[src/hw/rtl/pfn_pkg.sv]
// Shared types, constants and the permutation table of the fBm noise block.
package pfn_pkg;

    localparam int PFN_MAX_OCTAVES     = 8;
    localparam int PFN_COORD_FRAC_BITS = 16;

    localparam int CFG_IDX_W  = 4;
    localparam int CFG_DATA_W = 16;

    localparam logic [CFG_IDX_W-1:0] CFG_SEED        = 4'd0;
    localparam logic [CFG_IDX_W-1:0] CFG_OCTAVES     = 4'd1;
    localparam logic [CFG_IDX_W-1:0] CFG_LACUNARITY  = 4'd2;
    localparam logic [CFG_IDX_W-1:0] CFG_PERSISTENCE = 4'd3;

    localparam logic [7:0]  RST_SEED        = 8'd0;
    localparam logic [3:0]  RST_OCTAVES     = 4'd1;
    localparam logic [15:0] RST_LACUNARITY  = 16'd8192;
    localparam logic [15:0] RST_PERSISTENCE = 16'd16384;

    // quotient bits of the normalizing divide
    localparam int QUOT_W = 17;

    typedef struct packed {
        logic ld_in;
        logic mul;
        logic hash1;
        logic hash2;
        logic grad;
        logic lerpx;
        logic lerpy;
        logic wt;
        logic acc;
        logic div_start;
        logic out_ld;
    } t_cmd;

    typedef struct packed {
        logic last_oct;
        logic div_done;
    } t_sts;

    localparam logic [7:0] PERM_TAB [256] = '{
        8'd151,8'd160,8'd137,8'd91,8'd90,8'd15,8'd131,8'd13,
        8'd201,8'd95,8'd96,8'd53,8'd194,8'd233,8'd7,8'd225,
        8'd140,8'd36,8'd103,8'd30,8'd69,8'd142,8'd8,8'd99,
        8'd37,8'd240,8'd21,8'd10,8'd23,8'd190,8'd6,8'd148,
        8'd247,8'd120,8'd234,8'd75,8'd0,8'd26,8'd197,8'd62,
        8'd94,8'd252,8'd219,8'd203,8'd117,8'd35,8'd11,8'd32,
        8'd57,8'd177,8'd33,8'd88,8'd237,8'd149,8'd56,8'd87,
        8'd174,8'd20,8'd125,8'd136,8'd171,8'd168,8'd68,8'd175,
        8'd74,8'd165,8'd71,8'd134,8'd139,8'd48,8'd27,8'd166,
        8'd77,8'd146,8'd158,8'd231,8'd83,8'd111,8'd229,8'd122,
        8'd60,8'd211,8'd133,8'd230,8'd220,8'd105,8'd92,8'd41,
        8'd55,8'd46,8'd245,8'd40,8'd244,8'd102,8'd143,8'd54,
        8'd65,8'd25,8'd63,8'd161,8'd1,8'd216,8'd80,8'd73,
        8'd209,8'd76,8'd132,8'd187,8'd208,8'd89,8'd18,8'd169,
        8'd200,8'd196,8'd135,8'd130,8'd116,8'd188,8'd159,8'd86,
        8'd164,8'd100,8'd109,8'd198,8'd173,8'd186,8'd3,8'd64,
        8'd52,8'd217,8'd226,8'd250,8'd124,8'd123,8'd5,8'd202,
        8'd38,8'd147,8'd118,8'd126,8'd255,8'd82,8'd85,8'd212,
        8'd207,8'd206,8'd59,8'd227,8'd47,8'd16,8'd58,8'd17,
        8'd182,8'd189,8'd28,8'd42,8'd223,8'd183,8'd170,8'd213,
        8'd119,8'd248,8'd152,8'd2,8'd44,8'd154,8'd163,8'd70,
        8'd221,8'd153,8'd101,8'd155,8'd167,8'd43,8'd172,8'd9,
        8'd129,8'd22,8'd39,8'd253,8'd19,8'd98,8'd108,8'd110,
        8'd79,8'd113,8'd224,8'd232,8'd178,8'd185,8'd112,8'd104,
        8'd218,8'd246,8'd97,8'd228,8'd251,8'd34,8'd242,8'd193,
        8'd238,8'd210,8'd144,8'd12,8'd191,8'd179,8'd162,8'd241,
        8'd81,8'd51,8'd145,8'd235,8'd249,8'd14,8'd239,8'd107,
        8'd49,8'd192,8'd214,8'd31,8'd181,8'd199,8'd106,8'd157,
        8'd184,8'd84,8'd204,8'd176,8'd115,8'd121,8'd50,8'd45,
        8'd127,8'd4,8'd150,8'd254,8'd138,8'd236,8'd205,8'd93,
        8'd222,8'd114,8'd67,8'd29,8'd24,8'd72,8'd243,8'd141,
        8'd128,8'd195,8'd78,8'd66,8'd215,8'd61,8'd156,8'd180
    };

endpackage

[src/hw/rtl/pfn_ctrl.sv]
// Controller: sequences the octave steps, the divide and the output handshake.
module pfn_ctrl (
    input  logic          i_clk,
    input  logic          i_rst_n,
    input  logic          i_valid,
    output logic          o_ready,
    output logic          o_valid,
    input  logic          i_ready,
    output pfn_pkg::t_cmd o_cmd,
    input  pfn_pkg::t_sts i_sts
);
    import pfn_pkg::*;

    localparam logic [3:0] S_IDLE = 4'd0;
    localparam logic [3:0] S_MUL  = 4'd1;
    localparam logic [3:0] S_H1   = 4'd2;
    localparam logic [3:0] S_H2   = 4'd3;
    localparam logic [3:0] S_GRAD = 4'd4;
    localparam logic [3:0] S_LX   = 4'd5;
    localparam logic [3:0] S_LY   = 4'd6;
    localparam logic [3:0] S_WT   = 4'd7;
    localparam logic [3:0] S_ACC  = 4'd8;
    localparam logic [3:0] S_DST  = 4'd9;
    localparam logic [3:0] S_DIV  = 4'd10;
    localparam logic [3:0] S_FIN  = 4'd11;

    logic [3:0] r_state, n_state;
    logic       r_ov, n_ov;

    always_comb begin
        n_state = r_state;
        o_cmd   = '0;
        case (r_state)
            S_IDLE: begin
                o_cmd.ld_in = i_valid;
                if (i_valid) n_state = S_MUL;
            end
            S_MUL: begin o_cmd.mul = 1'b1; n_state = S_H1; end
            S_H1:  begin o_cmd.hash1 = 1'b1; n_state = S_H2; end
            S_H2:  begin o_cmd.hash2 = 1'b1; n_state = S_GRAD; end
            S_GRAD: begin o_cmd.grad = 1'b1; n_state = S_LX; end
            S_LX:  begin o_cmd.lerpx = 1'b1; n_state = S_LY; end
            S_LY:  begin o_cmd.lerpy = 1'b1; n_state = S_WT; end
            S_WT:  begin o_cmd.wt = 1'b1; n_state = S_ACC; end
            S_ACC: begin
                o_cmd.acc = 1'b1;
                n_state   = i_sts.last_oct ? S_DST : S_MUL;
            end
            S_DST: begin o_cmd.div_start = 1'b1; n_state = S_DIV; end
            S_DIV: if (i_sts.div_done) n_state = S_FIN;
            S_FIN: begin
                // hold until the result register is free
                if (!r_ov || i_ready) begin
                    o_cmd.out_ld = 1'b1;
                    n_state      = S_IDLE;
                end
            end
            default: n_state = S_IDLE;
        endcase
    end

    always_comb begin
        n_ov = r_ov;
        if (r_ov && i_ready) n_ov = 1'b0;
        if (o_cmd.out_ld)    n_ov = 1'b1;
    end

    always_ff @(posedge i_clk) begin
        if (!i_rst_n) begin
            r_state <= S_IDLE;
            r_ov    <= 1'b0;
        end else begin
            r_state <= n_state;
            r_ov    <= n_ov;
        end
    end

    assign o_ready = (r_state == S_IDLE);
    assign o_valid = r_ov;

    a_no_overwrite: assert property (@(posedge i_clk) disable iff (!i_rst_n)
        o_cmd.out_ld |-> (!r_ov || i_ready))
        else $error("result overwritten while pending");

    a_accept_starts: assert property (@(posedge i_clk) disable iff (!i_rst_n)
        (i_valid && o_ready) |=> (r_state == S_MUL))
        else $error("accepted beat did not start octave work");

    a_one_cmd: assert property (@(posedge i_clk) disable iff (!i_rst_n)
        $onehot0(o_cmd))
        else $error("more than one datapath command");

    a_div_to_fin: assert property (@(posedge i_clk) disable iff (!i_rst_n)
        (r_state == S_DIV && i_sts.div_done) |=> (r_state == S_FIN))
        else $error("divide completion missed");

endmodule

[config.mk]
export PLATFORM = sky130hd
export DESIGN_NAME = pfn_ctrl
export DESIGN_NICKNAME = d
export VERILOG_FILES = /design/src/hw/rtl/pfn_pkg.sv /design/src/hw/rtl/pfn_ctrl.sv
export SDC_FILE = /design/constraint.sdc
export NUM_CORES = 1
export LEC_CHECK = 0
export BUFFER_PORTS_ARGS = -buffer_cell sky130_fd_sc_hd__buf_2
export CORE_AREA = 2 2 39 41
export CTS_CLUSTER_SIZE = 30
export DETAILED_ROUTE_END_ITERATION = 6
export DIE_AREA = 0 0 41 43
export SETUP_SLACK_MARGIN = 0.5
export SYNTH_ARGS = -nofsm -noshare
export SYNTH_HDL_FRONTEND = slang
export SYNTH_SLANG_ARGS = --single-unit
[constraint.sdc]
create_clock -name i_clk -period 1.1 [get_ports i_clk]
set_input_delay 0.11 -clock i_clk [delete_from_list [all_inputs] [get_ports i_clk]]
set_output_delay 0.11 -clock i_clk [all_outputs]
set_load 0.01 [all_outputs]
==> impl_metrics.sql <==
INSERT INTO impl_metrics (metric_group, metric, value, unit) VALUES
('cells_and_area', 'final_layout_size_suffix_gt1_share', '69.5', '%'),
('clock_network', 'cts_num_sinks', '5', ''),
('setup_path', 'regToRegSetupSlack', '-0.09', 'ns'),
('placed_design', 'detailedPlace.worstSlack', '-0.0183', 'ns'),
('floorplanning', 'rows', '14', ''),
('global_routing', 'grt_util_all_layers', '14.0', '%'),
('detailed_routing', 'routed-via-count', '466', ''),
('setup_path', 'reg2regPathDepth', '5', ''),
('logic_synthesis', 'ys_ff_latch', '5', ''),
('global_routing', 'use_met1', '13.9', '%'),
('setup_path', 'crit_end', 'o_cmd[0]', ''),
('cells_and_area', 'post_layout_nonfiller_instances', '98', ''),
('timing', 'layout_setup_ws', '-0.190', 'ns'),
('placed_design', 'gp_congestion', '0.742', ''),
('logic_synthesis', 'synth_fp_nets', '56', ''),
('placed_design', 'place_inst', '88', ''),
('timing', 'finalSetupViolCount', '13', ''),
('clock_network', 'cts.root.buffer_cell', 'clkbuf_4', ''),
('setup_path', 'critical_path_peak_fanout', '6', ''),
('clock_network', 'clkTransAtPathRegs', '0.04', 'ns'),
('setup_path', 'setup.worst_path.end_class', 'primary output', ''),
('setup_path', 'worst-setup-path-type', 'flip-flop to primary output', ''),
('clock_network', 'clockBufferDepth', '2', ''),
('logic_synthesis', 'synthAdderAreaFrac', '0', '%'),
('logic_synthesis', 'synth_xor_xnor_area_share', '2.38', '%'),
('clock_network', 'cts_made_buffers', '3', ''),
('logic_synthesis', 'avg_cell_area_syn', '7.36', 'um^2'),
('timing', 'fmaxAchievable', '0.775', 'GHz'),
('cells_and_area', 'antenna_diode_count', '0', ''),
('detailed_routing', 'wl_per_cell', '11.4', 'um'),
('clock_network', 'tritoncts', 'done', ''),
('cells_and_area', 'syn_to_final_growth', '101', '%'),
('run_status', 'failing_checks', 'setup timing', ''),
('floorplanning', 'floorplan.io_pins', '19', ''),
('global_routing', 'top_usage_layer', 'met2', ''),
('flow_run', 'count_of_maximum_capacitance_violations', '0', ''),
('power_and_ir_drop', 'report.power.total', '0.000631', 'W'),
('detailed_routing', 'first_iter_violations', '1', ''),
('global_routing', 'grt_first_pass_wirelength', '1590', 'um'),
('logic_synthesis', 'synth_top_family_by_area', 'simple AND/OR/NAND/NOR gates', ''),
('floorplanning', 'placeableCoreArea', '0.00138', 'mm^2'),
('worst_hold_path', 'worstHoldPathType', 'input port to flip-flop', ''),
('logic_synthesis', 'synthesis.area', '368', 'um^2'),
('setup_path', 'critical_path_required', '0.99', 'ns'),
('logic_synthesis', 'post_synth_mux_area_share', '0', '%'),
('logic_synthesis', 'synth_compound_gate_area_share', '14.6', '%'),
('setup_path', 'worstSetupStartpoint', 'r_state[2]', ''),
('clock_network', 'worstSkewPairLatency', '0.24', 'ns'),
('detailed_routing', 'detail_route.first_pass.iterations', '2', ''),
('timing', 'fin_crit_sh', '117', '%'),
('placed_design', 'placed_area', '533', 'um^2'),
('logic_synthesis', 'synth_simple_gate_area_share', '44.6', '%'),
('global_routing', 'global_route_congestion_overflow_total', '0', ''),
('timing', 'final_critical_period', '1.29', 'ns'),
('run_status', 'status', 'finished with violations', ''),
('global_routing', 'antenna_found_initial', '0', ''),
('detailed_routing', 'route.antenna.remaining_nets', '0', ''),
('timing', 'slew_violations', '0', ''),
('timing', 'report.final.hold_viol_count', '0', ''),
('logic_synthesis', 'yosysSeqAreaShare', '27.2', '%'),
('power_and_ir_drop', 'power_per_cell_area', '852', 'mW/mm^2'),
('power_and_ir_drop', 'irDropWorstVdd', '0.798', 'mV'),
('logic_synthesis', 'synth.distinct_cells', '26', ''),
('timing', 'worst-slew-pin-transition', '0.229', 'ns'),
('clock_network', 'cts_max_level', '1', ''),
('timing', 'fin_skew', '0.000472', 'ns'),
('floorplanning', 'initial_core_util', '26.6', '%'),
('cells_and_area', 'final_nets', '89', ''),
('logic_synthesis', 'syn_inst', '50', ''),
('timing', 'max-slew-margin-rel', '84.6', '%'),
('timing', 'rsz0062_at_grt', 'yes', '');
[cell usage after synthesis]
master     n  share of area (%)
a2bb2oi_1  1                2.4
and3b_1    1                2.4
buf_6      1                3.1
a31oi_1    1                1.7
nand2_1    4                4.1
o32ai_1    1                2.4
and4b_1    1                2.7
nor3_1     6                8.2
xor2_1     1                2.4
or3_1      1                1.7
o21a_1     1                2.0
nor2_1     6                6.1
a21o_1     1                2.0
a21oi_1    1                1.4
o21ai_1    1                1.4
nand2b_1   4                6.8
nor4_2     1                3.4
nor2b_1    2                3.4
buf_4      1                2.0
dfxtp_1    5                 27
and2_1     1                1.7
buf_2      3                4.1
and2b_1    1                2.0
nor3b_1    1                2.0
o21ai_0    1                1.4
inv_1      2                2.0
[stage by stage]
step,hold WS (ns),utilization [%]
after floorplan,0.273,-
after CTS,0.132,49.9
after global placement,0.387,38.5
final,0.134,53.5
after detailed placement,0.388,38.5
after global routing,0.130,53.5
[area by class of cell]
class / count / area [um^2] / area share [%]
flip-flops and latches: 5 / 116 / 15.7
well taps: 16 / 20.0 / 2.70
clock buffers: 4 / 26.3 / 3.55
multi-input cells: 38 / 317 / 42.7
repair buffers: 33 / 254 / 34.3
inverters: 2 / 7.51 / 1.01
[logic make-up after synthesis]
| kind of cell | count (synthesis) |
|---|---|
| AOI/OAI and AO/OA | 8 |
| and+or+nand+nor | 29 |
| xor gates and xnor gates | 1 |
| buffers and inverters | 7 |
| DFF | 5 |
[registers in the layout (all words and copies together) (netlist names)]
register / flops
r_state: 4
o_valid: 1
[power breakdown]
part	internal [W]	switching [W]
logic	0.000119	0.0000908
clock network	0.000137	0.0000717
registers	0.000189	0.0000237
total	0.000445	0.000186
[per-layer routing]
layer  vias to the layer above  routed length, um
met1                       214                381
met3                         2                 61
li1                        233                  -
met4                         0                 11
met5                         -                  0
met2                        17                660
[cell usage in the layout, fill, tap and decap left out, types with 2 or more instances in the layout]
master     n
nand2_1    3
nor2b_1    2
nor2_2     3
buf_6     13
nand2b_4   4
clkbuf_4   3
buf_4      3
buf_2     17
nor3_2     5
inv_1      2
dfxtp_4    4
nor2_1     3
[worst min path at each step]
| stage | slack (ns) | from | depth (start not counted) | end |
|---|---|---|---|---|
| after floorplan | 0.27 | i_rst_n | 2 | o_valid |
| after global placement | 0.39 | i_rst_n | 3 | o_valid |
| after detailed placement | 0.39 | i_rst_n | 3 | o_valid |
| after CTS | 0.13 | i_rst_n | 3 | o_valid |
| after global routing | 0.13 | i_rst_n | 3 | r_state[0] |
| final | 0.13 | i_rst_n | 3 | o_valid |
[worst max-delay path, cell delays in order (launching register included)]
cell and delay, ns:
dfxtp_4 0.36, and4b_1 0.31, nor2b_1 0.14, buf_2 0.13
[repair_timing]
action | CTS | global route
resized for setup | 23 | 11
endpoints found under the setup margin | 18 | 18
buffers inserted | 5 | 1
pin swaps | 7 | 7
(Power assumes the default switching activity.)
